$ cat config.mk
export PLATFORM = sky130hd
export DESIGN_NAME = dns_query_encoder_top
export DESIGN_NICKNAME = d
export VERILOG_FILES = /design/src/design/dqe_pkg.sv /design/src/design/dqe_label_ram.sv /design/src/design/dns_query_encoder_top.sv
export VERILOG_INCLUDE_DIRS = /design/src /design/src/design
export SDC_FILE = /design/constraint.sdc
export NUM_CORES = 1
export LEC_CHECK = 0
export ABC_AREA = 1
export BUFFER_PORTS_ARGS = -buffer_cell sky130_fd_sc_hd__buf_2
export CAP_MARGIN = 20
export CORE_MARGIN = 2
export CORE_UTILIZATION = 45
export CTS_BUF_LIST = sky130_fd_sc_hd__clkbuf_4 sky130_fd_sc_hd__clkbuf_8 sky130_fd_sc_hd__clkbuf_16
export DETAILED_ROUTE_END_ITERATION = 16
export GPL_TIMING_DRIVEN = 0
export PLACE_DENSITY_LB_ADDON = 0.3
export SLEW_MARGIN = 20
export SYNTH_ARGS = -nofsm -noshare
export SYNTH_HDL_FRONTEND = slang
export SYNTH_SLANG_ARGS = --single-unit
$ cat constraint.sdc
create_clock -name clk_i -period 4.8 [get_ports clk_i]
set_clock_uncertainty 0.15 [all_clocks]
set_input_delay 1.44 -clock clk_i [delete_from_list [all_inputs] [get_ports clk_i]]
set_output_delay 1.44 -clock clk_i [all_outputs]
set_load 0.01 [all_outputs]
$ cat src/design/dns_query_encoder_top_assert.svh
// Assertion macros for the DNS query encoder, empty when compiled for synthesis.
`ifndef DNS_QUERY_ENCODER_TOP_ASSERT_SVH
`define DNS_QUERY_ENCODER_TOP_ASSERT_SVH

`ifndef SYNTHESIS

// Property checked on each rising clock edge, disabled while reset is held.
`define DQE_ASSERT(lbl, clk, rstn, prop, msg) \
  lbl: assert property (@(posedge clk) disable iff (!(rstn)) (prop)) else $error(msg);

// Property checked on each rising clock edge, also during reset.
`define DQE_ASSERT_ALWAYS(lbl, clk, prop, msg) \
  lbl: assert property (@(posedge clk) (prop)) else $error(msg);

`else

`define DQE_ASSERT(lbl, clk, rstn, prop, msg)
`define DQE_ASSERT_ALWAYS(lbl, clk, prop, msg)

`endif

`endif

$ cat src/design/dqe_pkg.sv
// Shared types and constants of the DNS query encoder.
`default_nettype none

package dqe_pkg;

  // Label buffer geometry: 63 characters, indexed by six bits.
  localparam int unsigned STORE_DEPTH = 63;
  localparam int unsigned IDX_W       = 6;

  localparam int unsigned HEADER_BYTES = 12;
  localparam int unsigned TAIL_BYTES   = 5;

  localparam logic [7:0]  DOT_CHAR = 8'h2E;
  localparam logic [15:0] RD_FLAG  = 16'h0100;

  // Input item kinds as carried on the slave-side tuser.
  typedef enum logic [1:0] {
    KIND_CHAR     = 2'd0,
    KIND_NAME_END = 2'd1,
    KIND_TAIL     = 2'd2,
    KIND_HEADER   = 2'd3
  } kind_e;

  // Register indexes of the configuration port.
  localparam logic REG_QUERY_ID  = 1'b0;
  localparam logic REG_RECURSION = 1'b1;

  typedef logic [IDX_W-1:0] idx_t;

endpackage

`default_nettype wire

$ cat src/design/dqe_label_ram.sv
// Label character buffer: one write port, one registered read port.
`default_nettype none

module dqe_label_ram (
  input  logic              clk_i,
  input  logic              we_i,
  input  dqe_pkg::idx_t     waddr_i,
  input  logic [7:0]        wdata_i,
  input  dqe_pkg::idx_t     raddr_i,
  output logic [7:0]        rdata_o
);
  import dqe_pkg::*;

  logic [7:0] mem [STORE_DEPTH];
  logic [7:0] rdata_q;

  always_ff @(posedge clk_i) begin
    if (we_i) begin
      mem[waddr_i] <= wdata_i;
    end
    rdata_q <= mem[raddr_i];
  end

  assign rdata_o = rdata_q;

endmodule

`default_nettype wire

$ cat src/design/dns_query_encoder_top.sv
// Top level of the DNS query encoder: sequencer, byte selector and registers.
//
//   Channel     Direction  Handshake                 Content
//   s_axis      in         tvalid/tready             tuser: kind; tdata: char, type, class
//   m_axis      out        tvalid/tready             tdata: byte; tuser: header, overflow
//   APB         in/out     psel, penable, pready     query_id at 0x0, recursion flag at 0x4
//
// A name character other than a dot is accepted and emits nothing.
// Any other item is accepted and then emits one output byte per cycle while the
// master side does not stall: label length plus one bytes for a label flush,
// five for a question tail and twelve for a header request. The rate is set by
// the single byte selector, which produces one byte a cycle.
// Reset is asynchronous and active low; the label buffer itself is not cleared,
// as only characters written since the last flush are ever read.
// A stall on the master side holds the sequencer; no new item is accepted until
// the last byte of the current one has entered the output register.
`default_nettype none

module dns_query_encoder_top #(
  parameter int unsigned LABEL_MAX = 63
) (
  input  logic        clk_i,
  input  logic        rst_ni,

  input  logic        s_axis_tvalid_i,
  output logic        s_axis_tready_o,
  // [7:0] char_byte, [23:8] question type, [39:24] question class
  input  logic [39:0] s_axis_tdata_i,
  // [1:0] kind
  input  logic [1:0]  s_axis_tuser_i,

  output logic        m_axis_tvalid_o,
  input  logic        m_axis_tready_i,
  // [7:0] out_byte
  output logic [7:0]  m_axis_tdata_o,
  // [0] is_header, [1] label_overflow
  output logic [1:0]  m_axis_tuser_o,
  output logic        m_axis_tlast_o,

  input  logic        psel,
  input  logic        penable,
  input  logic        pwrite,
  input  logic [2:0]  paddr,
  input  logic [31:0] pwdata,
  output logic [31:0] prdata,
  output logic        pready
);
  import dqe_pkg::*;

  // Characters kept per label: the parameter, capped by the buffer depth.
  localparam int unsigned LimitInt = (LABEL_MAX < STORE_DEPTH) ? LABEL_MAX : STORE_DEPTH;
  localparam idx_t LabelLimit = IDX_W'(LimitInt);
  localparam idx_t TailLast   = IDX_W'(TAIL_BYTES - 1);
  localparam idx_t HdrLast    = IDX_W'(HEADER_BYTES - 1);

  typedef enum logic {
    ST_IDLE,
    ST_EMIT
  } state_e;

  typedef enum logic [1:0] {
    MODE_LABEL,
    MODE_TAIL,
    MODE_HEADER
  } mode_e;

  state_e      state_q, state_d;
  mode_e       mode_q, mode_d;
  idx_t        step_q, step_d;
  idx_t        last_q, last_d;
  idx_t        flush_len_q, flush_len_d;
  logic        flush_ovf_q, flush_ovf_d;
  logic [15:0] rtype_q, rtype_d;
  logic [15:0] rclass_q, rclass_d;

  idx_t        label_len_q, label_len_d;
  logic        ovf_seen_q, ovf_seen_d;
  logic [15:0] qcount_q, qcount_d;

  logic [15:0] query_id_q, query_id_d;
  logic        recursion_q, recursion_d;

  logic        out_valid_q, out_valid_d;
  logic [7:0]  out_byte_q, out_byte_d;
  logic        out_hdr_q, out_hdr_d;
  logic        out_last_q, out_last_d;
  logic        out_ovf_q, out_ovf_d;

  logic        s_fire;
  logic        cfg_wr;
  logic        emit;
  logic        ram_we;
  idx_t        ram_raddr;
  logic [7:0]  ram_rdata;

  logic [7:0]  sel_byte;
  logic        sel_hdr;
  logic        sel_ovf;
  logic [15:0] flags;

  logic [1:0]  in_kind;
  logic [7:0]  in_char;

  assign in_kind = s_axis_tuser_i;
  assign in_char = s_axis_tdata_i[7:0];

  assign s_axis_tready_o = (state_q == ST_IDLE);
  assign s_fire          = s_axis_tvalid_i && s_axis_tready_o;

  // During a run, a byte moves into the output register whenever it is empty or being drained.
  assign emit = (state_q == ST_EMIT) && (!out_valid_q || m_axis_tready_i);

  // Characters are written only while idle, so a write never meets a flush read.
  assign ram_we = s_fire && (in_kind == KIND_CHAR) && (in_char != DOT_CHAR) &&
                  (label_len_q < LabelLimit);

  // The read address follows the next step value: step k shows character k-1.
  assign ram_raddr = (step_d == '0) ? '0 : step_d - idx_t'(1);

  dqe_label_ram u_label_ram (
    .clk_i   (clk_i),
    .we_i    (ram_we),
    .waddr_i (label_len_q),
    .wdata_i (in_char),
    .raddr_i (ram_raddr),
    .rdata_o (ram_rdata)
  );

  assign flags = recursion_q ? RD_FLAG : 16'h0000;

  // Byte selector shared by all three kinds of output run.
  always_comb begin
    sel_byte = 8'h00;
    sel_hdr  = 1'b0;
    sel_ovf  = 1'b0;
    case (mode_q)
      MODE_LABEL: begin
        sel_ovf  = flush_ovf_q;
        sel_byte = (step_q == '0) ? {2'b00, flush_len_q} : ram_rdata;
      end
      MODE_TAIL: begin
        case (step_q[2:0])
          3'd1:    sel_byte = rtype_q[15:8];
          3'd2:    sel_byte = rtype_q[7:0];
          3'd3:    sel_byte = rclass_q[15:8];
          3'd4:    sel_byte = rclass_q[7:0];
          default: sel_byte = 8'h00;
        endcase
      end
      MODE_HEADER: begin
        sel_hdr = 1'b1;
        case (step_q[3:0])
          4'd0:    sel_byte = query_id_q[15:8];
          4'd1:    sel_byte = query_id_q[7:0];
          4'd2:    sel_byte = flags[15:8];
          4'd3:    sel_byte = flags[7:0];
          4'd4:    sel_byte = qcount_q[15:8];
          4'd5:    sel_byte = qcount_q[7:0];
          default: sel_byte = 8'h00;
        endcase
      end
      default: begin
        sel_byte = 8'h00;
      end
    endcase
  end

  // Configuration registers; the low address bits are ignored.
  assign pready = 1'b1;
  assign cfg_wr = psel && penable && pwrite && pready;
  assign prdata = (paddr[2] == REG_RECURSION) ? {31'b0, recursion_q} : {16'b0, query_id_q};

  always_comb begin
    query_id_d  = query_id_q;
    recursion_d = recursion_q;
    if (cfg_wr) begin
      if (paddr[2] == REG_QUERY_ID) begin
        query_id_d = pwdata[15:0];
      end else begin
        recursion_d = pwdata[0];
      end
    end
  end

  // Sequencer.
  always_comb begin
    state_d     = state_q;
    mode_d      = mode_q;
    step_d      = step_q;
    last_d      = last_q;
    flush_len_d = flush_len_q;
    flush_ovf_d = flush_ovf_q;
    rtype_d     = rtype_q;
    rclass_d    = rclass_q;
    label_len_d = label_len_q;
    ovf_seen_d  = ovf_seen_q;
    qcount_d    = qcount_q;
    out_valid_d = out_valid_q && !m_axis_tready_i;
    out_byte_d  = out_byte_q;
    out_hdr_d   = out_hdr_q;
    out_last_d  = out_last_q;
    out_ovf_d   = out_ovf_q;

    if (s_fire) begin
      step_d = '0;
      case (in_kind)
        KIND_CHAR, KIND_NAME_END: begin
          if ((in_kind == KIND_NAME_END) || (in_char == DOT_CHAR)) begin
            // The label's state is handed to the run and cleared at once.
            state_d     = ST_EMIT;
            mode_d      = MODE_LABEL;
            flush_len_d = label_len_q;
            flush_ovf_d = ovf_seen_q;
            last_d      = label_len_q;
            label_len_d = '0;
            ovf_seen_d  = 1'b0;
          end else if (label_len_q < LabelLimit) begin
            label_len_d = label_len_q + idx_t'(1);
          end else begin
            ovf_seen_d = 1'b1;
          end
        end
        KIND_TAIL: begin
          state_d  = ST_EMIT;
          mode_d   = MODE_TAIL;
          last_d   = TailLast;
          rtype_d  = s_axis_tdata_i[23:8];
          rclass_d = s_axis_tdata_i[39:24];
          qcount_d = qcount_q + 16'd1;
        end
        KIND_HEADER: begin
          state_d = ST_EMIT;
          mode_d  = MODE_HEADER;
          last_d  = HdrLast;
        end
        default: begin
          state_d = ST_IDLE;
        end
      endcase
    end else if (emit) begin
      out_valid_d = 1'b1;
      out_byte_d  = sel_byte;
      out_hdr_d   = sel_hdr;
      out_ovf_d   = sel_ovf;
      out_last_d  = (step_q == last_q);
      if (step_q == last_q) begin
        state_d = ST_IDLE;
        step_d  = '0;
      end else begin
        step_d = step_q + idx_t'(1);
      end
    end
  end

  always_ff @(posedge clk_i or negedge rst_ni) begin
    if (!rst_ni) begin
      state_q     <= ST_IDLE;
      mode_q      <= MODE_LABEL;
      step_q      <= '0;
      last_q      <= '0;
      flush_len_q <= '0;
      flush_ovf_q <= 1'b0;
      rtype_q     <= '0;
      rclass_q    <= '0;
      label_len_q <= '0;
      ovf_seen_q  <= 1'b0;
      qcount_q    <= '0;
      query_id_q  <= 16'd1;
      recursion_q <= 1'b0;
      out_valid_q <= 1'b0;
      out_byte_q  <= '0;
      out_hdr_q   <= 1'b0;
      out_last_q  <= 1'b0;
      out_ovf_q   <= 1'b0;
    end else begin
      state_q     <= state_d;
      mode_q      <= mode_d;
      step_q      <= step_d;
      last_q      <= last_d;
      flush_len_q <= flush_len_d;
      flush_ovf_q <= flush_ovf_d;
      rtype_q     <= rtype_d;
      rclass_q    <= rclass_d;
      label_len_q <= label_len_d;
      ovf_seen_q  <= ovf_seen_d;
      qcount_q    <= qcount_d;
      query_id_q  <= query_id_d;
      recursion_q <= recursion_d;
      out_valid_q <= out_valid_d;
      out_byte_q  <= out_byte_d;
      out_hdr_q   <= out_hdr_d;
      out_last_q  <= out_last_d;
      out_ovf_q   <= out_ovf_d;
    end
  end

  assign m_axis_tvalid_o = out_valid_q;
  assign m_axis_tdata_o  = out_byte_q;
  assign m_axis_tuser_o  = {out_ovf_q, out_hdr_q};
  assign m_axis_tlast_o  = out_last_q;

`include "dns_query_encoder_top_assert.svh"

  // A stalled output register must freeze the run position.
  `DQE_ASSERT(a_step_hold, clk_i, rst_ni, (state_q == ST_EMIT && out_valid_q && !m_axis_tready_i) |=> $stable(step_q), "run position moved while the output was stalled")

  // The run never steps past its final byte.
  `DQE_ASSERT(a_step_bound, clk_i, rst_ni, (state_q == ST_EMIT) |-> (step_q <= last_q), "run position beyond the final byte")

  // The buffered label never exceeds the kept-character limit; the counter is
  // only defined once reset has been seen.
  `DQE_ASSERT_ALWAYS(a_label_bound, clk_i, !rst_ni || (label_len_q <= LabelLimit), "label length beyond the limit")

endmodule

`default_nettype wire

==> out/results.txt, run 1 <==
The tightest min-delay check is of the flop to flop type. The DRC marker count from the first detailed-route iteration was 2,658; the share of cell area taken by muxes after synthesis was 0%. After synthesis, the largest family of logic cells by area is simple AND/OR/NAND/NOR gates. In this design, the stage delay of the slowest critical-path cell is 1.00 ns.

The clock root buffer master is sky130_fd_sc_hd__clkbuf_16. The routability-driven placement congestion ratio was 0.9668; the maximum clock path buffer count was 3. Based on the critical path, the design can be clocked at up to 207.5 MHz.

The area fraction in compound gates after synthesis is 3.592%, and the growth of design area from synthesis to finish is 14.10%. Number of antenna violations at the first check in global routing: 0. The detail route stage leaves a number of antenna-violating nets equal to 0. For the number of clock sinks seen by CTS, the log shows 618. Setup repair after global routing could not meet its margin everywhere. The mean cell area of the mapped netlist came out at 10.34 sq um. The simple-gate share of the synthesized area is 23.53%.

The worst slew margin relative to its limit was 31.79%. For the number of primary I/O pins, the log shows 130. Across all register-to-register paths, the minimum setup slack is 0.39 ns. The tools report the distinct cell type count after synthesis as 45. The tools report the post-route worst setup slack as -0.02026 ns. Traced cell by cell, the critical path runs through buf_2 -> buf_16 -> nor4_1 -> nand4_1 -> o21ai_0 -> nor3_1 -> inv_1 -> nor2_1 -> nand3_1 -> nor2_1.

The flow ran to the end, but the final reports show violations. The detailed router used layers up to and including met4. Setup violation total in the final timing report: 16.

The number of antenna cells inserted was 0; the final routed wire length divided by cell count was 24.32 um. The setup path with the least slack is of type primary input to flop. The logs give 0.06354 sq mm for the area of the die and 4.88 ns for the critical path required time.

The final reports fail on negative setup slack. After detailed placement, the total cell area comes to 0.02939 sq mm. End point of the critical path: u_label_ram.mem[15][0]$_DFFE_PP_.

The detailed-route wire length on metal 1 is 35.26 mm. The die height is 252.1 um, and the clock latency on the worst-skew pair is 0.61 ns. The number of hold buffers added after CTS was 0.

For the number of max-slew violations in the final report, the log shows 0. For the post-placement setup slack, the log shows -0.9545 ns. Of the cells placed in the final design, the portion with a size suffix greater than 1 is 13.99%. Global routing used 28.10% of the available tracks.

The critical path contains buffers and inverters numbering 3 combined. Counting buffers and inverters, the worst setup path is 10 cells deep. The worst register-to-register path begins at step_q[3]$_DFF_PN0_. The worst path in the final design needs a cycle of 4.820 ns, including I/O delays and setup. Entering global routing, the biggest net connects 74 pins. TritonCTS built the clock tree. After detailed routing, the number of remaining DRC violations is 0.

Of the total synthesized cell area, the portion taken by full adders, half adders and majority gates is 0.3615%. Total iterations of the first detailed-routing run: 7. Setup TNS: -0.2559 ns.

The tools report the final routed wirelength across all metal layers as 89.61 mm. Clock-pin slew was measured on the worst setup and hold paths at 0.05 ns. After synthesis, the share of flip-flops with an asynchronous set or reset is 17.15%.

The synthesized design contains 618 register bits. The share of the cycle needed by the critical path after routing was 100.4%. Among cell families on the critical path, the largest total delay comes from simple AND/OR/NAND/NOR gates. STA classifies the critical path endpoint as a flop. Of the total synthesized cell area, the portion taken by XOR and XNOR cells is 0.4112%. The number of hold violations in the final report was 0. Measured along the x axis, the die boundary spans 252.1 um.

The number of warnings printed during yosys synthesis is 0, and the highest fanout seen on the critical path is 33. For this run, the register share of the synthesized area comes to 64.81%. Number of enable-type register cells in the synthesized netlist: 504. The leading register cell type out of synthesis was sky130_fd_sc_hd__edfxtp_1. Data arrives at the worst endpoint at 4.90 ns. Start point of the critical path: s_axis_tdata_i[6]. The run gives 20,830 as the vias after detailed routing.

The standard-cell row count was 90. The number of CTS-inserted buffers was 69; the wire length of the first global-routing pass was 129.5 mm. For the worst flop-to-flop path, the logic depth is 25. In the detailed route, the total length drawn on met2 is 41.55 mm.

For this design, the slowest cell found on the critical path is sky130_fd_sc_hd__nor2_1. The tools report the via count of the first global-routing pass as 20,010. In this run the critical register-to-register path is captured at u_label_ram.rdata_o[4]$_DFF_P_. Port buffering added 93 buffers. The cell with the most instances on the worst path was sky130_fd_sc_hd__nor2_1. Wire segments on met3 add up to 8.371 mm in the final route. The pin slew with the least headroom to its limit works out to 1.019 ns. Summing every instance area after synthesis gives 0.02769 sq mm. The tool flagged a number of max-cap violations equal to 0. The final net count was 2,955; the H-tree level count was 3. The total core area came out at 0.06058 sq mm.

The initial utilization of the core area, before any placement, comes to 45.71%. The filler cell count was 5,405; the count of mapped cells out of synthesis was 2,678. The tools report the kind of start point of the critical path as a primary input.

Dividing the detail-routed via count by the number of cells gives 5.652. After legalization and detailed placement, the total HPWL measured 62.42 mm. The global route total overflow is 0, and the final non-filler cell area is 0.03160 sq mm.
==> per-stage QoR <==
stage | util (%) | hold slack (ns) | cells
after CTS | 52.04 | 0.3237 | 3685
after global routing | 52.16 | 0.3374 | 3685
after global placement | 48.19 | 0.3042 | 3568
after floorplan | - | 0.2919 | 2693
final | 52.16 | 0.3193 | 3685
after detailed placement | 48.52 | 0.3092 | 3575
==> cell type report <==
type	count	area, sq um	share of cell area (%)
Tap cell	782	978.4	3.097
Timing Repair Buffer	101	674.4	2.134
Inverter	302	1134	3.588
Clock inverter	23	202.7	0.6415
Sequential cell	618	17950	56.80
Buffer	161	904.6	2.863
Multi-Input combinational cell	1610	7826	24.77
Clock buffer	88	1929	6.106
==> routing by layer <==
layer  up-vias  track usage (%)
met4         0            12.95
met5         -                0
met3       234            5.602
li1       9380                -
met1     10110            36.83
met2      1105            45.24
==> flip-flops by register name, indices dropped and copies added, names as in the netlist <==
signal / cells
flush_len_q: 6
flush_ovf_q: 1
label_len_q: 6
last_q: 6
m_axis_tdata_o: 8
m_axis_tlast_o: 1
m_axis_tvalid_o: 1
mode_q: 2
out_hdr_q: 1
out_ovf_q: 1
ovf_seen_q: 1
qcount_q: 16
query_id_q: 16
rclass_q: 16
recursion_q: 1
rtype_q: 16
state_q: 1
step_q: 6
u_label_ram.mem: 504
u_label_ram.rdata_o: 8
==> cell families after synthesis <==
family                   count (synthesis)
AO/OA/AOI/OAI                          179
XOR/XNOR                                13
adder cells (fa/ha/maj)                  8
buffers and inverters                  465
flip-flops                             618
other                                    2
AND/OR/NAND/NOR                       1393
==> synth_stat cells, types with 5 or more instances <==
library cell / n / area, sq um
sky130_fd_sc_hd__a21oi_1: 22 / 110.1
sky130_fd_sc_hd__a221oi_1: 6 / 52.55
sky130_fd_sc_hd__a31oi_1: 5 / 31.28
sky130_fd_sc_hd__buf_1: 6 / 22.52
sky130_fd_sc_hd__buf_2: 85 / 425.4
sky130_fd_sc_hd__buf_4: 43 / 322.8
sky130_fd_sc_hd__clkbuf_1: 29 / 108.9
sky130_fd_sc_hd__dfrtp_1: 105 / 2628
sky130_fd_sc_hd__dfxtp_1: 8 / 160.2
sky130_fd_sc_hd__edfxtp_1: 504 / 15130
sky130_fd_sc_hd__ha_1: 8 / 100.1
sky130_fd_sc_hd__inv_1: 287 / 1077
sky130_fd_sc_hd__inv_2: 11 / 41.29
sky130_fd_sc_hd__nand2_1: 405 / 1520
sky130_fd_sc_hd__nand3_1: 465 / 2327
sky130_fd_sc_hd__nand3b_1: 137 / 1028
sky130_fd_sc_hd__nor2_1: 317 / 1190
sky130_fd_sc_hd__nor3_1: 16 / 80.08
sky130_fd_sc_hd__o21ai_0: 101 / 505.5
sky130_fd_sc_hd__o21ai_1: 13 / 65.06
sky130_fd_sc_hd__o22ai_1: 18 / 112.6
sky130_fd_sc_hd__or2_2: 31 / 193.9
sky130_fd_sc_hd__xor2_1: 13 / 113.9
==> placed cells by master (no fill, tap or decap), types with 8 or more instances in the layout <==
master,instances
sky130_fd_sc_hd__dfxtp_1,8
sky130_fd_sc_hd__dfrtp_1,105
sky130_fd_sc_hd__nor3_1,16
sky130_fd_sc_hd__conb_1,17
sky130_fd_sc_hd__nor2_2,14
sky130_fd_sc_hd__clkbuf_4,22
sky130_fd_sc_hd__o21ai_0,101
sky130_fd_sc_hd__nand3b_1,137
sky130_fd_sc_hd__edfxtp_1,504
sky130_fd_sc_hd__inv_1,287
sky130_fd_sc_hd__nand3_1,465
sky130_fd_sc_hd__ha_1,8
sky130_fd_sc_hd__clkbuf_1,25
sky130_fd_sc_hd__nand2_1,405
sky130_fd_sc_hd__nor2_1,305
sky130_fd_sc_hd__buf_2,159
sky130_fd_sc_hd__buf_4,51
sky130_fd_sc_hd__clkinv_1,11
sky130_fd_sc_hd__xor2_1,13
sky130_fd_sc_hd__o22ai_1,18
sky130_fd_sc_hd__o21ai_1,13
sky130_fd_sc_hd__clkbuf_16,71
sky130_fd_sc_hd__inv_2,11
sky130_fd_sc_hd__a21oi_1,22
sky130_fd_sc_hd__or2_2,31
==> worst register-to-register path: cells and delay by family (launching register included) <==
| family | cells | cell delay [ns] |
|---|---|---|
| adders and majority gates | 1 | 0.19 |
| DFF | 1 | 0.31 |
| AOI/OAI and AO/OA | 2 | 0.19 |
| buffers and inverters | 8 | 1.55 |
| and+or+nand+nor | 14 | 1.89 |
==> how the worst min path moves through the flow <==
stage               slack, ns  cells after the start                             to                           from
floorplan                0.29                      2        rclass_q[1]$_DFFE_PN0P_        rclass_q[1]$_DFFE_PN0P_
global placement         0.30                      2         rtype_q[9]$_DFFE_PN0P_         rtype_q[9]$_DFFE_PN0P_
detailed placement       0.31                      2        rtype_q[11]$_DFFE_PN0P_        rtype_q[11]$_DFFE_PN0P_
CTS                      0.32                      1  m_axis_tdata_o[6]$_DFFE_PN0P_  m_axis_tdata_o[6]$_DFFE_PN0P_
global route             0.34                      2        rtype_q[13]$_DFFE_PN0P_        rtype_q[13]$_DFFE_PN0P_
finish                   0.32                      1  m_axis_tdata_o[6]$_DFFE_PN0P_  m_axis_tdata_o[6]$_DFFE_PN0P_
==> timing repair <==
| item | in CTS | in global routing |
|---|---|---|
| resized for setup | 3 | 26 |
| endpoints found under the setup margin | 8 | 110 |
| setup buffers | 0 | 1 |
| pin swaps | 0 | 1 |
Power of run 1 is left out: the tool's default activity adds up to more than one toggle a clock period on the data nets, which glitch-free logic cannot reach.
==> inputs of run 2 (changes only) <==
--- a/config.mk
+++ b/config.mk
@@ -14,7 +14,7 @@
 export CTS_BUF_LIST = sky130_fd_sc_hd__clkbuf_4 sky130_fd_sc_hd__clkbuf_8 sky130_fd_sc_hd__clkbuf_16
 export DETAILED_ROUTE_END_ITERATION = 16
 export GPL_TIMING_DRIVEN = 0
-export PLACE_DENSITY_LB_ADDON = 0.3
+export PLACE_DENSITY = 0.67
 export SLEW_MARGIN = 20
 export SYNTH_ARGS = -nofsm -noshare
 export SYNTH_HDL_FRONTEND = slang
==> run 2 against run 1 <==
The flow now finishes without violations. Critical path depth fell by 1. Final area is 0.11% lower. Global-route usage down 0.84 points. Hold slack better by 0.0010 ns. Die area unchanged. Non-clock buffer count fell by 4. Sequential share of layout area up 0.061 points. Setup slack better by 0.12 ns. Via count up 0.29%. Routed wire length down 3.3%. Final cell count is 0.11% higher. First-iteration DRC count is 6.4% higher. Critical endpoint is now u_label_ram.mem[34][2]$_DFFE_PP_.
==> out/results.txt, run 2 (synthesis results as in run 1) <==
Setup repair after global routing left no endpoint under its margin. Once detail routing completed, the nets flagged for antenna violations numbered 0. The run gives 0.03156 sq mm as the final non-filler cell area. After detailed routing, the number of remaining DRC violations is 0. The run gives 0 as the global route total overflow.

For the worst-skew pair, the clock arrives at the later sink with an insertion delay of 0.62 ns. The run gives 0 as the number of max-slew violations in the final report. Compared with the post-synthesis result, the final layout area differs by 13.98%.

In the routed layout, each cell is associated on average with a via count of 5.663. The clock period could shrink to 4.698 ns. The top cell types in the final layout, fill and taps aside, are 504 x sky130_fd_sc_hd__edfxtp_1, 465 x sky130_fd_sc_hd__nand3_1, 405 x sky130_fd_sc_hd__nand2_1, 317 x sky130_fd_sc_hd__nor2_1, 287 x sky130_fd_sc_hd__inv_1. The total core area is 0.06058 sq mm.

After clock tree synthesis, the clock-pin slew on the worst setup and hold paths is 0.06 ns. The flip-flop count of the largest register, all copies and words added works out to 504. The routability-driven placement congestion ratio was 0.9852.

The die height was 252.1 um; the post-cts hold buffer count was 0. Of the cells placed in the final design, the portion with a size suffix greater than 1 is 13.42%. The highest fanout seen on the critical path works out to 64. The path type of the worst setup path is primary input to flop.

The first routing iteration left 2,828 violations. The first global-routing pass estimated 126.7 mm of wire. The cell sitting at the root of the clock tree is a sky130_fd_sc_hd__clkbuf_16.

Counting every sink on the clock net gives 618. Summing all placed instances gives a cell area of 0.02935 sq mm. The logs give 20,890 for the vias after detailed routing and 130 for the number of primary I/O pins.

The worst hold path belongs to the class flop to flop. The standard-cell row count was 90. The count of input and output buffers was 93. TritonCTS built the clock tree.

The final net count came out at 2,949. The number of CTS-inserted buffers came out at 67. The setup TNS was 0 ns. The tightest hold path in the finished design has a slack of 0.3203 ns. The tools report the via count of the first global-routing pass as 19,990. Setup violations remaining at the end of the flow were counted as 0. The tools report the number of antenna violations at the first check in global routing as 0. Detailed placement finished with a half-perimeter wire length of 60.99 mm. The share of the cycle needed by the critical path after routing is 97.87%, and the combined global-route utilization of all metal layers is 27.26%. The first TritonRoute pass finished after 6 iterations. Once the floorplan was initialized, standard cells occupied 45.71% of the core.

Leaving out fill and tap cells, the most frequent cell in the layout is sky130_fd_sc_hd__edfxtp_1. The logs give 0 for the number of hold violations in the final report and 0.06354 sq mm for the area of the die. Based on the critical path, the design can be clocked at up to 212.9 MHz.

The maximum number of pins on one net before global-route repair came out at 76. The flow ran to the end, and the final reports show no timing, DRC or antenna violations. The final routed wirelength across all metal layers is 86.64 mm, and the total of max-cap violations is 0. In the final routed layout, each cell accounts on average for 23.49 um. Pin slew with the least headroom to its limit: 1.107 ns.

In this run the deepest clock path goes through 3 buffers. Data on the critical path is required at its endpoint by 4.88 ns. The run gives 5,318 as the filler cell count. The number of setup buffers added after CTS is 0, and the worst slew margin relative to its limit is 25.90%. The kind of start point of the critical path is a primary input. In this run the horizontal extent of the chip is 252.1 um. The tools report the arrival time at the worst endpoint as 4.78 ns.

The kind of capture point of the worst setup path is a flop. The H-tree level count came out at 3. Ranked by flip-flop count, first place goes to u_label_ram.mem.
-- run 2: changes by cell type in the layout (fill, tap and decap cells not counted), moves of 4 or more --
cell / before / now
sky130_fd_sc_hd__nor2_2: 14 / 2
sky130_fd_sc_hd__clkbuf_4: 22 / 11
sky130_fd_sc_hd__buf_16: 5 / 1
sky130_fd_sc_hd__buf_2: 159 / 163
sky130_fd_sc_hd__nor2_1: 305 / 317
sky130_fd_sc_hd__clkinv_1: 11 / 19
-- run 2: worst paths after layout --
path	startpoint	endpoint	slack, ns	cells past startpoint
worst max-delay path	s_axis_tdata_i[7]	u_label_ram.mem[34][2]$_DFFE_PP_	0.10	9
worst min-delay path	rclass_q[10]$_DFFE_PN0P_	rclass_q[10]$_DFFE_PN0P_	0.32	2
worst max register to register	step_q[3]$_DFF_PN0_	u_label_ram.rdata_o[4]$_DFF_P_	0.72	24
worst min register to register	rclass_q[10]$_DFFE_PN0P_	rclass_q[10]$_DFFE_PN0P_	0.32	2
max in group asynchronous	rst_ni	rclass_q[15]$_DFFE_PN0P_	3.27	2
min in group asynchronous	rst_ni	qcount_q[8]$_DFFE_PN0P_	0.56	1
-- run 2: final cells by class --
cell class,instances,area (sq um),area share [%]
flip-flops and latches,618,17950,56.86
multi-input cells,1610,7787,24.67
clock buffers,83,1886,5.974
inverters,302,1134,3.591
well taps,782,978.4,3.100
plain buffers,159,878.3,2.783
repair buffers,99,619.3,1.962
clock inverters,35,330.3,1.046
diodes,1,2.502,0.007928
-- run 2: layer usage --
layer | vias to the layer above | share of wire [%] | track usage [%]
met5 | - | 0 | 0
met4 | 0 | 5.2 | 13.42
met3 | 253 | 10 | 5.911
met2 | 1164 | 46 | 43.43
met1 | 10070 | 39 | 35.45
li1 | 9398 | - | -
-- run 2: stage by stage --
stage / worst slack (ns) / util (%) / cells
after floorplan: 0.6507 / - / 2693
after global placement: -1.000 / 48.19 / 3568
after detailed placement: -0.8228 / 48.44 / 3574
after CTS: 0.01565 / 52.10 / 3690
after global routing: 0.04365 / 52.10 / 3688
final: 0.1020 / 52.10 / 3689
-- run 2: timing repair --
item	in CTS	in global routing
endpoints found under the setup margin	8	8
gates resized for setup	6	5
pin swaps	0	1
-- run 2: critical path, cell delays in order --
cell and delay [ns]:
sky130_fd_sc_hd__buf_4 0.62, sky130_fd_sc_hd__nor4_1 0.12, sky130_fd_sc_hd__nand4_1 0.12, sky130_fd_sc_hd__o21ai_0 0.13, sky130_fd_sc_hd__nor3_1 0.41, sky130_fd_sc_hd__inv_1 0.11, sky130_fd_sc_hd__nor3_1 0.32, sky130_fd_sc_hd__nand3_1 0.47
sky130_fd_sc_hd__nor2_1 0.90
Power of run 2 is left out for the same reason.
